## config.mk

```make
export PLATFORM = sky130hd
export DESIGN_NAME = double_ended_queue
export DESIGN_NICKNAME = d
export VERILOG_FILES = /design/src/sv/dq_pkg.sv /design/src/sv/double_ended_queue.sv /design/src/sv/dq_ram.sv /design/src/sv/dq_ptr_ctrl.sv
export SDC_FILE = /design/constraint.sdc
export NUM_CORES = 1
export LEC_CHECK = 0
export CAP_MARGIN = 20
export CORE_MARGIN = 3
export CORE_UTILIZATION = 29
export DETAILED_ROUTE_END_ITERATION = 7
export DONT_BUFFER_PORTS = 1
export GPL_TIMING_DRIVEN = 0
export PLACE_DENSITY = 0.51
export SLEW_MARGIN = 40
export SYNTH_ARGS = -nofsm -noshare
export SYNTH_HDL_FRONTEND = slang
export SYNTH_SLANG_ARGS = --single-unit
```

## constraint.sdc

```tcl
create_clock -name clk -period 4.32 [get_ports clk]
set_clock_uncertainty 0.2 [all_clocks]
set_input_delay 0 -clock clk [delete_from_list [all_inputs] [get_ports clk]]
set_output_delay 0 -clock clk [all_outputs]
set_load 0.02 [all_outputs]
```

## src/sv/dq_pkg.sv

```systemverilog
package dq_pkg;

    // Field widths of one request and one result item.
    localparam int FUNC_W = 3;
    localparam int DATA_W = 32;
    localparam int STAT_W = 2;
    localparam int LEN_W  = 5;

    // Request codes.
    localparam logic [FUNC_W-1:0] FUNC_PUSH_BACK  = 3'd0;
    localparam logic [FUNC_W-1:0] FUNC_PUSH_FRONT = 3'd1;
    localparam logic [FUNC_W-1:0] FUNC_POP_FRONT  = 3'd2;
    localparam logic [FUNC_W-1:0] FUNC_POP_BACK   = 3'd3;
    localparam logic [FUNC_W-1:0] FUNC_CLEAR      = 3'd4;

    // Status codes.
    localparam logic [STAT_W-1:0] ST_OK    = 2'd0;
    localparam logic [STAT_W-1:0] ST_FULL  = 2'd1;
    localparam logic [STAT_W-1:0] ST_EMPTY = 2'd2;

    typedef struct packed {
        logic [FUNC_W-1:0] func;
        logic [DATA_W-1:0] data_in;
    } req_t;

    typedef struct packed {
        logic [DATA_W-1:0] data_out;
        logic [STAT_W-1:0] status;
        logic [LEN_W-1:0]  length;
    } rsp_t;

    // Outcome of one request as decided by the pointer control.
    typedef struct packed {
        logic              pop_ok;
        logic [STAT_W-1:0] status;
        logic [LEN_W-1:0]  length;
    } dq_info_t;

endpackage

```

## src/sv/double_ended_queue.sv

```systemverilog
// Latency: the result of a request is shown, with done high, in the cycle after it is accepted.
// Throughput: one request per cycle; busy never rises, since head, count and the single
// storage access of a request all complete at the edge that accepts it.
// Reset clears the head position and the word count, so the queue starts empty; the storage
// contents are not cleared. The receiver cannot stall; each result is held for one cycle only.
module double_ended_queue
    import dq_pkg::*;
#(
    parameter int DEPTH = 16
) (
    input  logic clk,
    input  logic rst_n,
    input  logic start,
    output logic busy,
    input  req_t request,
    output logic done,
    output rsp_t result
);

    localparam int PTR_W = $clog2(DEPTH);

    logic             accept;
    logic             wr_en;
    logic [PTR_W-1:0] wr_addr;
    logic [PTR_W-1:0] rd_addr;
    logic [DATA_W-1:0] rd_data;
    dq_info_t         info;

    // Result registers. The popped word itself comes from the storage
    // read register, which is loaded at the same edge as these.
    logic             done_reg;
    logic             pop_ok_reg;
    logic [STAT_W-1:0] status_reg;
    logic [LEN_W-1:0] length_reg;

    // Every request finishes its storage access at the accepting edge, so a
    // new request can always be taken.
    assign busy   = 1'b0;
    assign accept = start & ~busy;

    // Head and count bookkeeping; it picks the storage entry each request touches.
    dq_ptr_ctrl #(
        .DEPTH (DEPTH)
    ) u_ptr_ctrl (
        .clk     (clk),
        .rst_n   (rst_n),
        .accept  (accept),
        .func    (request.func),
        .wr_en   (wr_en),
        .wr_addr (wr_addr),
        .rd_addr (rd_addr),
        .info    (info)
    );

    // Word storage. A push writes at the accepting edge and a pop reads at it,
    // so a pop right after a push of the same entry sees the new word.
    dq_ram #(
        .WIDTH (DATA_W),
        .DEPTH (DEPTH)
    ) u_ram (
        .clk     (clk),
        .wr_en   (wr_en),
        .wr_addr (wr_addr),
        .wr_data (request.data_in),
        .rd_addr (rd_addr),
        .rd_data (rd_data)
    );

    always_ff @(posedge clk or negedge rst_n)
    begin
        if (!rst_n)
        begin
            done_reg <= 1'b0;
        end
        else
        begin
            done_reg <= accept;
        end
    end

    always_ff @(posedge clk)
    begin
        if (accept)
        begin
            pop_ok_reg <= info.pop_ok;
            status_reg <= info.status;
            length_reg <= info.length;
        end
    end

    assign done            = done_reg;
    assign result.data_out = pop_ok_reg ? rd_data : '0;
    assign result.status   = status_reg;
    assign result.length   = length_reg;

endmodule

```

## src/sv/dq_ram.sv

```systemverilog
module dq_ram #(
    parameter int WIDTH = 32,
    parameter int DEPTH = 16,
    localparam int AW = (DEPTH > 1) ? $clog2(DEPTH) : 1
) (
    input  logic             clk,
    input  logic             wr_en,
    input  logic [AW-1:0]    wr_addr,
    input  logic [WIDTH-1:0] wr_data,
    input  logic [AW-1:0]    rd_addr,
    output logic [WIDTH-1:0] rd_data
);

    logic [WIDTH-1:0] mem [DEPTH];

    always_ff @(posedge clk)
    begin
        if (wr_en)
        begin
            mem[wr_addr] <= wr_data;
        end
        rd_data <= mem[rd_addr];
    end

endmodule

```

## src/sv/dq_ptr_ctrl.sv

```systemverilog
module dq_ptr_ctrl
    import dq_pkg::*;
#(
    parameter int DEPTH = 16,
    localparam int PTR_W = $clog2(DEPTH),
    localparam int CNT_W = $clog2(DEPTH + 1)
) (
    input  logic             clk,
    input  logic             rst_n,
    input  logic             accept,
    input  logic [FUNC_W-1:0] func,
    output logic             wr_en,
    output logic [PTR_W-1:0] wr_addr,
    output logic [PTR_W-1:0] rd_addr,
    output dq_info_t         info
);

    localparam logic [PTR_W-1:0] LAST_POS = PTR_W'(DEPTH - 1);
    localparam logic [PTR_W:0]   DEPTH_EXT = (PTR_W + 1)'(DEPTH);

    logic [PTR_W-1:0] head_reg;
    logic [PTR_W-1:0] head_next;
    logic [CNT_W-1:0] count_reg;
    logic [CNT_W-1:0] count_next;

    logic             full;
    logic             empty;
    logic [CNT_W-1:0] count_m1;
    logic [PTR_W:0]   back_sum;
    logic [PTR_W:0]   last_sum;
    logic [PTR_W-1:0] back_pos;
    logic [PTR_W-1:0] last_pos;
    logic [PTR_W-1:0] head_inc;
    logic [PTR_W-1:0] head_dec;

    assign full     = (count_reg == CNT_W'(DEPTH));
    assign empty    = (count_reg == '0);
    assign count_m1 = count_reg - CNT_W'(1);

    // Both offsets stay below DEPTH, so one conditional subtract wraps them.
    assign back_sum = {1'b0, head_reg} + {1'b0, count_reg[PTR_W-1:0]};
    assign last_sum = {1'b0, head_reg} + {1'b0, count_m1[PTR_W-1:0]};
    assign back_pos = (back_sum >= DEPTH_EXT) ? PTR_W'(back_sum - DEPTH_EXT)
                                              : back_sum[PTR_W-1:0];
    assign last_pos = (last_sum >= DEPTH_EXT) ? PTR_W'(last_sum - DEPTH_EXT)
                                              : last_sum[PTR_W-1:0];
    assign head_inc = (head_reg == LAST_POS) ? '0 : head_reg + PTR_W'(1);
    assign head_dec = (head_reg == '0) ? LAST_POS : head_reg - PTR_W'(1);

    always_comb
    begin
        head_next   = head_reg;
        count_next  = count_reg;
        wr_en       = 1'b0;
        wr_addr     = back_pos;
        rd_addr     = head_reg;
        info.pop_ok = 1'b0;
        info.status = ST_OK;
        if (accept)
        begin
            unique case (func)
                FUNC_PUSH_BACK:
                begin
                    if (full)
                    begin
                        info.status = ST_FULL;
                    end
                    else
                    begin
                        wr_en      = 1'b1;
                        wr_addr    = back_pos;
                        count_next = count_reg + CNT_W'(1);
                    end
                end
                FUNC_PUSH_FRONT:
                begin
                    if (full)
                    begin
                        info.status = ST_FULL;
                    end
                    else
                    begin
                        wr_en      = 1'b1;
                        wr_addr    = head_dec;
                        head_next  = head_dec;
                        count_next = count_reg + CNT_W'(1);
                    end
                end
                FUNC_POP_FRONT:
                begin
                    if (empty)
                    begin
                        info.status = ST_EMPTY;
                    end
                    else
                    begin
                        info.pop_ok = 1'b1;
                        rd_addr     = head_reg;
                        head_next   = head_inc;
                        count_next  = count_m1;
                    end
                end
                FUNC_POP_BACK:
                begin
                    if (empty)
                    begin
                        info.status = ST_EMPTY;
                    end
                    else
                    begin
                        info.pop_ok = 1'b1;
                        rd_addr     = last_pos;
                        count_next  = count_m1;
                    end
                end
                FUNC_CLEAR:
                begin
                    head_next  = '0;
                    count_next = '0;
                end
                default:
                begin
                end
            endcase
        end
        info.length = LEN_W'(count_next);
    end

    always_ff @(posedge clk or negedge rst_n)
    begin
        if (!rst_n)
        begin
            head_reg  <= '0;
            count_reg <= '0;
        end
        else
        begin
            head_reg  <= head_next;
            count_reg <= count_next;
        end
    end

endmodule

```

* Word-level counts from Yosys, hierarchy flattened
Memories as Yosys holds them, arrays and structs flattened. A register that Yosys moved wholly into a read port is not among the register bits.
Index checks and enable logic that the tools add are counted.
** Word-level totals
- Register bits after elaboration :: 18
- Bits in writable memories :: 512
- Logic and storage cells :: 59
- Memories kept :: 1
** Memory list
- u_ram.mem :: depth 16, bits a word 32, read ports 1, clocked after memory_dff 1, write ports 1, RTL line dq_ram.sv:14 : logic [WIDTH-1:0] mem [DEPTH];
** Operators by class
- Add/subtract/negate cells :: 8
- Magnitude comparators :: 2
- Equal/unequal tests :: 8
- Mux-type cells :: 27
- Reductions and logical operators :: 7
** Operators with widths (number)
- two-way mux 4 bit :: 12
- two-way mux 32 bit :: 1
- two-way mux 5 bit :: 3
- one-hot mux 5 bit (3 select lines) :: 1
- one-hot mux 4 bit (3 select lines) :: 1
- subtractor 4 x 1 -> 4 bit (second input constant) :: 3
- adder 4 x 4 -> 5 bit :: 2
- >= comparator 5 bit (second input constant) :: 2
- two-way mux 1 bit :: 7
- equality test 3 x 2 -> 1 bit (second input constant) :: 2
- adder 5 x 1 -> 5 bit (second input constant) :: 1
- equality test 5 bit (second input constant) :: 1
- zero test 5 bit :: 1
- subtractor 5 x 1 -> 5 bit (second input constant) :: 1
- adder 4 x 1 -> 4 bit (second input constant) :: 1
- equality test 4 bit (second input constant) :: 1
- zero test 4 bit :: 1
- != test 2 bit (second input constant) :: 2
- one-hot mux 2 bit (2 select lines) :: 1
- AND reduction 4 bit :: 1
- OR reduction 2 bit :: 2
- equality test 3 x 1 -> 1 bit (second input constant) :: 1
- equality test 3 bit (second input constant) :: 1
- zero test 3 bit :: 1
- other kinds (2) :: 2

* Depth between registers and ports, before layout
Gate-level depths: netlist of run 1.
- Depth in word-level cells :: 7
- Gate-level depth with buffers :: 12
- Mapped depth without buffers :: 10

* Hierarchy
A second synthesis of run 1 with hierarchy kept.
** Second synthesis, totals
- Cell total of the unflattened synthesis :: 1024
- Area, all modules :: 21569.4 um2
** Modules (own cells, without submodules)
- dq_ram :: times used 1, cells an instance 838, area an instance 19835.3 um2, seq. area each 16015.4 um2
- dq_ptr_ctrl :: times used 1, cells an instance 140, area an instance 1202.4 um2, seq. area each 225.2 um2
- double_ended_queue :: times used 1, cells an instance 46, area an instance 531.8 um2, seq. area each 265.3 um2

* Worst setup path before layout of run 1
No wires, ideal clock.
- Path kind :: reg-to-reg
- From :: reg u_ptr_ctrl.count_reg[1]
- To :: mem u_ram.mem[12][0], enable pin
- Arrival time :: 4.032 ns
- Path slack :: -0.373 ns
- Cell stages (with the launch flop) :: 8
- Clock period less this slack :: 4.693 ns
- Cell sequence :: dfrtp_1 -> inv_1 -> ha_1 -> nand4bb_1 -> and2_1 -> nand3_1 -> mux2_2 -> nor3_1
** On the way
- Word-level cells in the longest chain between the ends :: 6
- Elaborated cells between the ends (all ways) :: 13
** Ends and longest elaborated chain
- start, declared :: RTL line dq_ptr_ctrl.sv:23 : logic [CNT_W-1:0] count_reg;
- start signal, assigned :: RTL line dq_ptr_ctrl.sv:139 : count_reg <= count_next;
- adder 4 x 4 -> 5 bit or equality test 5 bit (tied branches) :: RTL line dq_ptr_ctrl.sv:41, dq_ptr_ctrl.sv:36
- subtractor 4 x 1 -> 4 bit, or another cell as far along :: RTL line dq_ptr_ctrl.sv:43 : assign back_pos = (back_sum >= DEPTH_EXT) ? PTR_W'(back_sum - DEPTH_EXT)
- two-way mux 4 bit or two-way mux 1 bit (tied branches)
- two-way mux 4 bit or two-way mux 1 bit (tied branches) :: RTL line dq_ptr_ctrl.sv:77, dq_ptr_ctrl.sv:59
- two-way mux 4 bit or two-way mux 1 bit (tied branches)
- two-way mux 4 bit or two-way mux 1 bit (tied branches) :: RTL line dq_ptr_ctrl.sv:59, dq_ram.sv:20
- end, declared :: RTL line dq_ram.sv:14
Several ways; a longest one is shown, not always the timed one.

* Worst setup path in the final report of run 1
- From :: reg u_ptr_ctrl.count_reg[1]
- To :: mem u_ram.mem[6][13], enable pin
Same word-level chain as after synthesis.

==> results of run 1 <==
-- metal layers --
metal	GRT usage (%)	wire length, µm	share of wire, %
met1	23.7	35900	42
met2	30.1	41300	48
met3	3.22	6250	7.3
met4	5.44	2320	2.7
met5	0	13	0.015
-- cells in the final DEF (no fill, tap or decap), types with 23 or more instances in the layout --
cell and n:
edfxtp_1 520, nand4_1 256, mux2i_1 162, nand2_1 145, nand3_1 133, nand2b_1 130, a22o_1 128, clkbuf_1 117
o22ai_1 67, a221o_1 65, clkbuf_16 61, buf_2 42, dlygate4sd3_1 40, and2_1 34, dfxtp_1 32, buf_1 30
buf_6 24, buf_4 23
-- path summary, 6_finish.rpt --
kind	from	end	slack (ns)	cells past startpoint
setup reg to reg	u_ptr_ctrl.count_reg[1]$_DFF_PN0_	u_ram.mem[6][13]$_DFFE_PP_	0.21	9
hold reg to reg	u_ptr_ctrl.head_reg[0]$_DFFE_PN0P_	u_ptr_ctrl.head_reg[0]$_DFFE_PN0P_	0.51	1
min in group clk	request[29]	u_ram.mem[8][29]$_DFFE_PP_	0.15	1
setup / recovery	u_ptr_ctrl.count_reg[1]$_DFF_PN0_	u_ram.mem[6][13]$_DFFE_PP_	0.21	9
max in group asynchronous	rst_n	done$_DFF_PN0_	3.45	2
hold / removal	rst_n	u_ptr_ctrl.head_reg[1]$_DFFE_PN0P_	0.13	2
-- through the flow --
step / setup WS (ns) / instance area [µm²] / TNS [ns] / util, %
finish: 0.215 / 30600 / 0 / 34.6
global route: 0.0120 / 30600 / 0 / 34.6
CTS: 0.0666 / 30600 / 0 / 34.6
detailed placement: -0.0411 / 28100 / -0.0411 / 31.8
global placement: -4.41 / 27400 / -1256.62 / 31.0
floorplan: -0.373 / 25900 / -47.72 / -
-- Yosys cell counts (2+ instances only) --
master      n
xor2_1      4
a22o_1    128
nand4_1   256
o31ai_1     2
mux2_2      2
nor2_1     20
a22oi_1     3
o22ai_1    67
buf_6      11
buf_1      33
nor3_1     12
nand4b_1    3
edfxtp_1  520
and2_1     34
inv_1       8
a21o_1      4
a31oi_1     2
a221o_1    65
buf_2      29
fa_1        2
clkbuf_1  117
nand3_1   133
dfxtp_1    32
dfrtp_1    10
a21oi_1    11
nand2_1   145
xnor2_1     7
ha_1       10
nand2b_1  130
o21ai_0    11
buf_4       9
mux2i_1   164
-- where the power goes --
part           total, W  switching, W  internal, W
registers       0.00663      0.000190      0.00644
logic            0.0118       0.00851      0.00326
clock network   0.00543       0.00220      0.00323
-- critical path: stages, from the launching register on --
cell       delay (ns)
dfrtp_1          0.47
inv_1            0.16
ha_1             0.31
nand4bb_1        0.27
and2_1           0.31
nand3_1          0.30
mux2i_2          0.66
nand2_1          0.40
nor2_4           0.46
buf_8            0.24
-- cell families after synthesis --
group                      count (synthesis)
xor gates and xnor gates                  11
other                                      1
AOI/OAI and AO/OA                        303
and+or+nand+nor                          742
muxes                                    166
buffers and inverters                    208
DFF                                      562
adders and majority gates                 12
-- final cells by class --
cell class,instances,area [µm²]
antenna,4,10.0
buffer,199,920
clock inverter,28,342
inverter,8,30.0
timing repair buffer,94,985
tap,1165,1460
fill,8524,57900
clock buffer,85,1750
sequential,562,16500
multi-input combinational,1235,8640
-- timing repair --
item / in CTS / in global routing
gates resized for setup: 1 / 15
hold endpoints to repair: 550 / 0
hold buffers: 40 / 0
endpoints found under the setup margin: 1 / 141
==> reports/qor.yml, run 1 <==
synth_top_family_by_area: "simple AND/OR/NAND/NOR gates"
vias: 18700
num_io_pins: 79
cp-start-kind: "register"
synth-async-reset-ratio_pct: 1.78
die_h_um: 305
reg_top3: "u_ram.mem (512), u_ram.rd_data (32)"
setup_viol: 0
synth_area_leaders: "edfxtp_1 60%, mux2i_1 6.3%, nand4_1 6.2%"
grt_use_total_pct: 18.0
netlist.top_cell.by_area: "edfxtp_1"
worst_setup_path_end_kind: "register"
routed_via_density: 5.53
cts_sinks: 562
synth_compound_area_share_pct: 9.50
cp.required_ns: 4.45
drtIter0Drc: 2189
clk_pin_slew_ns: 0.06
maxSlewViolCount: 0
hold_viol_final: 0
p_per_area_nw_per_um2: 778
cap_violations: 0
core_area_um2: 88500
synthesis.nets: 2055
layout.nets: 2211
yosys_warnings: 0
grt_pass1_wl_mm: 126
synthMuxAreaShare_pct: 6.42
hold_path_class: "input port to asynchronous set/reset pin"
synth_xor_xnor_area_share_pct: 0.372
peakVddDrop_uv: 699
holdWs_ns: 0.126
dr.pass1.iters: 7
ys_seq_elements: 562
drive_gt1_share_pct: 10.9
grt_pass1_vias: 18500
largest_reg_flops: 512
crit_type: "register to register"
relSlewSlack_pct: 36.8
synth_edf_count: 520
row_count: 109
io_buffers: 0
clk_path_buf_depth: 3
tightest_slew_ns: 0.948
dp_hpwl_mm: 61.1
outcome: "complete, no violations"
gp_congestion: 0.903
fin_crit_sh_pct: 95.0
largest-register: "u_ram.mem"
syn-cell-area_um2: 25900
rsz0062_at_grt: "false"
antenna_found_initial: 5
cts-buffers-inserted: 61
initial_core_util_pct: 29.3
synth_cell_types: 53
syn_avg_cell_area_um2: 12.9
drc: 0
synthAdderAreaFrac_pct: 0.637
synth_seq_area_share_pct: 63.7
cts_tree: "built"
synthSimpleGateAreaFrac_pct: 15.8
arrival_ns: 4.24
fin_crit_ns: 4.11
critPathMaxFanout: 14
wl_per_cell_um: 25.4
grt_overflow: 0
postRouteAntennaNets: 0
grt_max_degree: 18
areaGrowthSynthToFinish_pct: 18.2
power_leakage_nw: 10.5
synthCells: 2005
dpl.cell_count: 3224
finalPower_w: 0.0238
synth.top_cell.area_share_pct: 60.2
fin_cells: 3380
root_buffer: "clkbuf_16"
cts_post_setup_buffers_inserted: 0
die_w_um: 305
htree_levels: 2
ys.flop_type: "edfxtp_1"
max_freq_mhz: 244
wl_mm: 85.8
die_area_um2: 93000
clk_latency_ns: 0.64
(Power assumes the default switching activity.)
==> run 2, diff against run 1 <==
==> constraint.sdc (replaced) <==
create_clock -name clk -period 3.3 [get_ports clk]
set_clock_uncertainty 0.2 [all_clocks]
set_input_delay 0 -clock clk [delete_from_list [all_inputs] [get_ports clk]]
set_output_delay 0 -clock clk [all_outputs]
set_load 0.02 [all_outputs]
==> run 2 against run 1 <==
  * Setup slack worse by 0.16 ns
  * Routed wire length up 2.8%
  * First-iteration DRC count increased by 0.41%
  * Critical path depth increased by 2
  * Fmax grew 26%
  * Global-route usage grew 0.42 points
  * Count of clock-buffer cells in the layout up 3
  * Utilization up 0.98 points
  * Sequential share of layout area down 1.5 points
  * Clock power grew 29%
  * Via count increased by 1.8%
==> reports/qor.yml, run 2 (same netlist as run 1, synthesis figures left out) <==
outcome: "complete, no violations"
cp.required_ns: 3.61  # -0.84 ns
htree_levels: 2  # unchanged
grt_max_degree: 17  # -1
maxSlewViolCount: 0  # unchanged
placed_cell_area_um2: 28200  # +0.27%
worst_setup_path_end_kind: "register"
critPathBufInv: 4  # +2
r2r-end: "u_ram.rd_data[19]$_DFF_P_"
final_cell_mix: "520 x edfxtp_1, 256 x nand4_1, 156 x mux2i_1"
peakVddDrop_uv: 887  # +27%
clkPwrFrac_pct: 20.8  # -2.0 points
hold_path_class: "input port to asynchronous set/reset pin"
switchingPower_w: 0.0150  # +38%
drc: 0  # unchanged
cp-start-kind: "register"
core_area_um2: 88500  # unchanged
reg_top3: "u_ram.mem (512), u_ram.rd_data (32)"
power_leakage_nw: 10.9  # +4.3%
clk_latency_ns: 0.64  # about the same
hold_viol_final: 0  # unchanged
regArea_um2: 16500  # about the same
drive_gt1_share_pct: 15.9  # +5.0 points
r2r_slack_ns: 0.05  # -0.16 ns
ff2ff_path_depth: 11  # +2
row_count: 109  # unchanged
drtIter0Drc: 2198  # +0.41%
grt_overflow: 0  # unchanged
seqPwrFrac_pct: 25.9  # -1.9 points
p_sw_share_pct: 44.6  # -1.1 points
die_w_um: 305  # unchanged
root_buffer: "clkbuf_16"
cts_tree: "built"
arrival_ns: 3.56  # -0.68 ns
die_h_um: 305  # unchanged
cpLargestDelayFamily: "buffers and inverters"
routed_via_density: 5.59  # +1.0%
die_area_um2: 93000  # unchanged
r2r-start: "u_ptr_ctrl.count_reg[0]$_DFF_PN0_"
rsz0062_at_grt: "true"
multi_input_area_um2: 8880  # +2.7%
antenna_found_initial: 5  # unchanged
dr.pass1.iters: 6  # -1
clk_path_buf_depth: 3  # unchanged
cts-buffers-inserted: 60  # -1.6%
max_freq_mhz: 308  # +26%
combPwrFrac_pct: 53.3  # +3.9 points
fin_area_um2: 31500  # +2.8%
grt_pass1_wl_mm: 129  # +2.4%
cts_sinks: 562  # unchanged
cpPeakStageDelay_ns: 0.51  # -0.15 ns
grt_use_total_pct: 18.4  # +0.42 points
tightest_slew_ns: 0.833  # -0.114 ns
wl_per_cell_um: 25.9  # +2.0%
intPower_w: 0.0186  # +44%
gp_congestion: 0.904  # +0.11%
crit_type: "register to register"
io_buffers: 0  # unchanged
p_per_area_nw_per_um2: 1070  # +37%
fin_crit_sh_pct: 98.3  # +3.3 points
dp_hpwl_mm: 62.1  # +1.7%
largest-register: "u_ram.mem"
setup_viol: 0  # unchanged
areaGrowthSynthToFinish_pct: 21.5
cap_violations: 0  # unchanged
initial_core_util_pct: 29.3  # unchanged
worstPathCellList: "inv_4 -> ha_4 -> or4b_4 -> buf_6 -> clkbuf_2 -> clkbuf_1 -> nand4_1 -> nand3_1 -> o22ai_1 -> a221o_1 -> mux2i_2"
final_common_cell: "edfxtp_1"
layout.nets: 2237  # +1.2%
cp_slowest_cell: "or4b_4"
place_ws_ns: -1.21  # -1.17 ns
fin_ws_ns: 0.0546  # -0.160 ns
critPathMaxFanout: 10  # -4
clk_pin_slew_ns: 0.06  # about the same
postRouteAntennaNets: 0  # unchanged
largest_reg_flops: 512  # unchanged
fill_cells: 8423  # -1.2%
wl_mm: 88.2  # +2.8%
grt_pass1_vias: 18900  # +2.0%
relSlewSlack_pct: 44.4  # +7.6 points
fin_crit_ns: 3.25  # -0.860 ns
num_io_pins: 79  # unchanged
vias: 19000  # +1.8%
run 2: cell types whose count changed in the layout (fill, tap and decap cells not counted), moves of 6 or more:
| cell | delta |
|---|---|
| clkbuf_2 | +13 |
| clkbuf_1 | -37 |
| buf_8 | +8 |
| buf_6 | +17 |
| buf_4 | +34 |
| clkbuf_4 | +14 |
| mux2i_1 | -6 |
| buf_2 | -17 |
| buf_1 | -11 |
run 2: area by class of cell:
type                       instances  share of cell area [%]
multi-input combinational       1235                    28.2
buffer                           199                    4.00
tap                             1165                    4.63
clock inverter                    26                   0.997
clock buffer                      88                    5.48
sequential                       562                    52.4
inverter                           8                   0.103
timing repair buffer             121                    4.20
antenna                            2                  0.0159
run 2: how the worst max path moves through the flow:
stage                                             startpoint                          end  slack (ns)  depth (start not counted)
after detailed placement  u_ptr_ctrl.head_reg[2]$_DFFE_PN0P_   u_ram.mem[6][15]$_DFFE_PP_       -1.21                          8
after global routing       u_ptr_ctrl.count_reg[0]$_DFF_PN0_  u_ram.mem[11][17]$_DFFE_PP_       -0.03                         11
after global placement    u_ptr_ctrl.head_reg[2]$_DFFE_PN0P_  u_ram.mem[14][16]$_DFFE_PP_       -3.15                          8
after CTS                  u_ptr_ctrl.count_reg[0]$_DFF_PN0_    u_ram.rd_data[21]$_DFF_P_      0.0002                         12
after floorplan            u_ptr_ctrl.count_reg[1]$_DFF_PN0_   u_ram.mem[11][0]$_DFFE_PP_       -0.44                          8
final                      u_ptr_ctrl.count_reg[0]$_DFF_PN0_    u_ram.rd_data[19]$_DFF_P_        0.05                         11
run 2: timing repair:
item                                    in CTS  in global routing
hold endpoints to repair                   549                  1
setup buffers                               24                  8
pin swaps                                   10                  5
gates cloned                                 1                  0
hold buffers                                41                  1
resized for setup                          125                110
endpoints found under the setup margin     544                372
run 2: per-layer routing:
layer	routed length (µm)	track usage, %	up-vias
li1	-	-	8313
met1	36900	24.3	9664
met2	42400	30.9	904
met3	6460	3.10	150
met4	2420	5.75	4
met5	21	0	-
run 2: power by group through the flow:
stage                     clock (W)  combinational, W  sequential, W
after CTS                   0.00714            0.0167        0.00870
after floorplan                   0           0.00920        0.00875
after global placement            0            0.0147        0.00884
after global routing        0.00743            0.0187        0.00874
final                       0.00700            0.0179        0.00869
after detailed placement          0            0.0152        0.00883
run 2: per-stage QoR:
step | total power, W | instances | TNS (ns) | util [%] | hold slack [ns]
global route | 0.0349 | 3404 | -0.378 | 35.6 | 0.142
floorplan | 0.0180 | 2005 | -169.46 | - | -0.496
detailed placement | 0.0240 | 3216 | -454.84 | 31.9 | -0.495
CTS | 0.0326 | 3396 | 0 | 35.3 | 0.0296
global placement | 0.0235 | 3170 | -1090.63 | 31.1 | -0.495
finish | 0.0336 | 3406 | 0 | 35.6 | 0.111
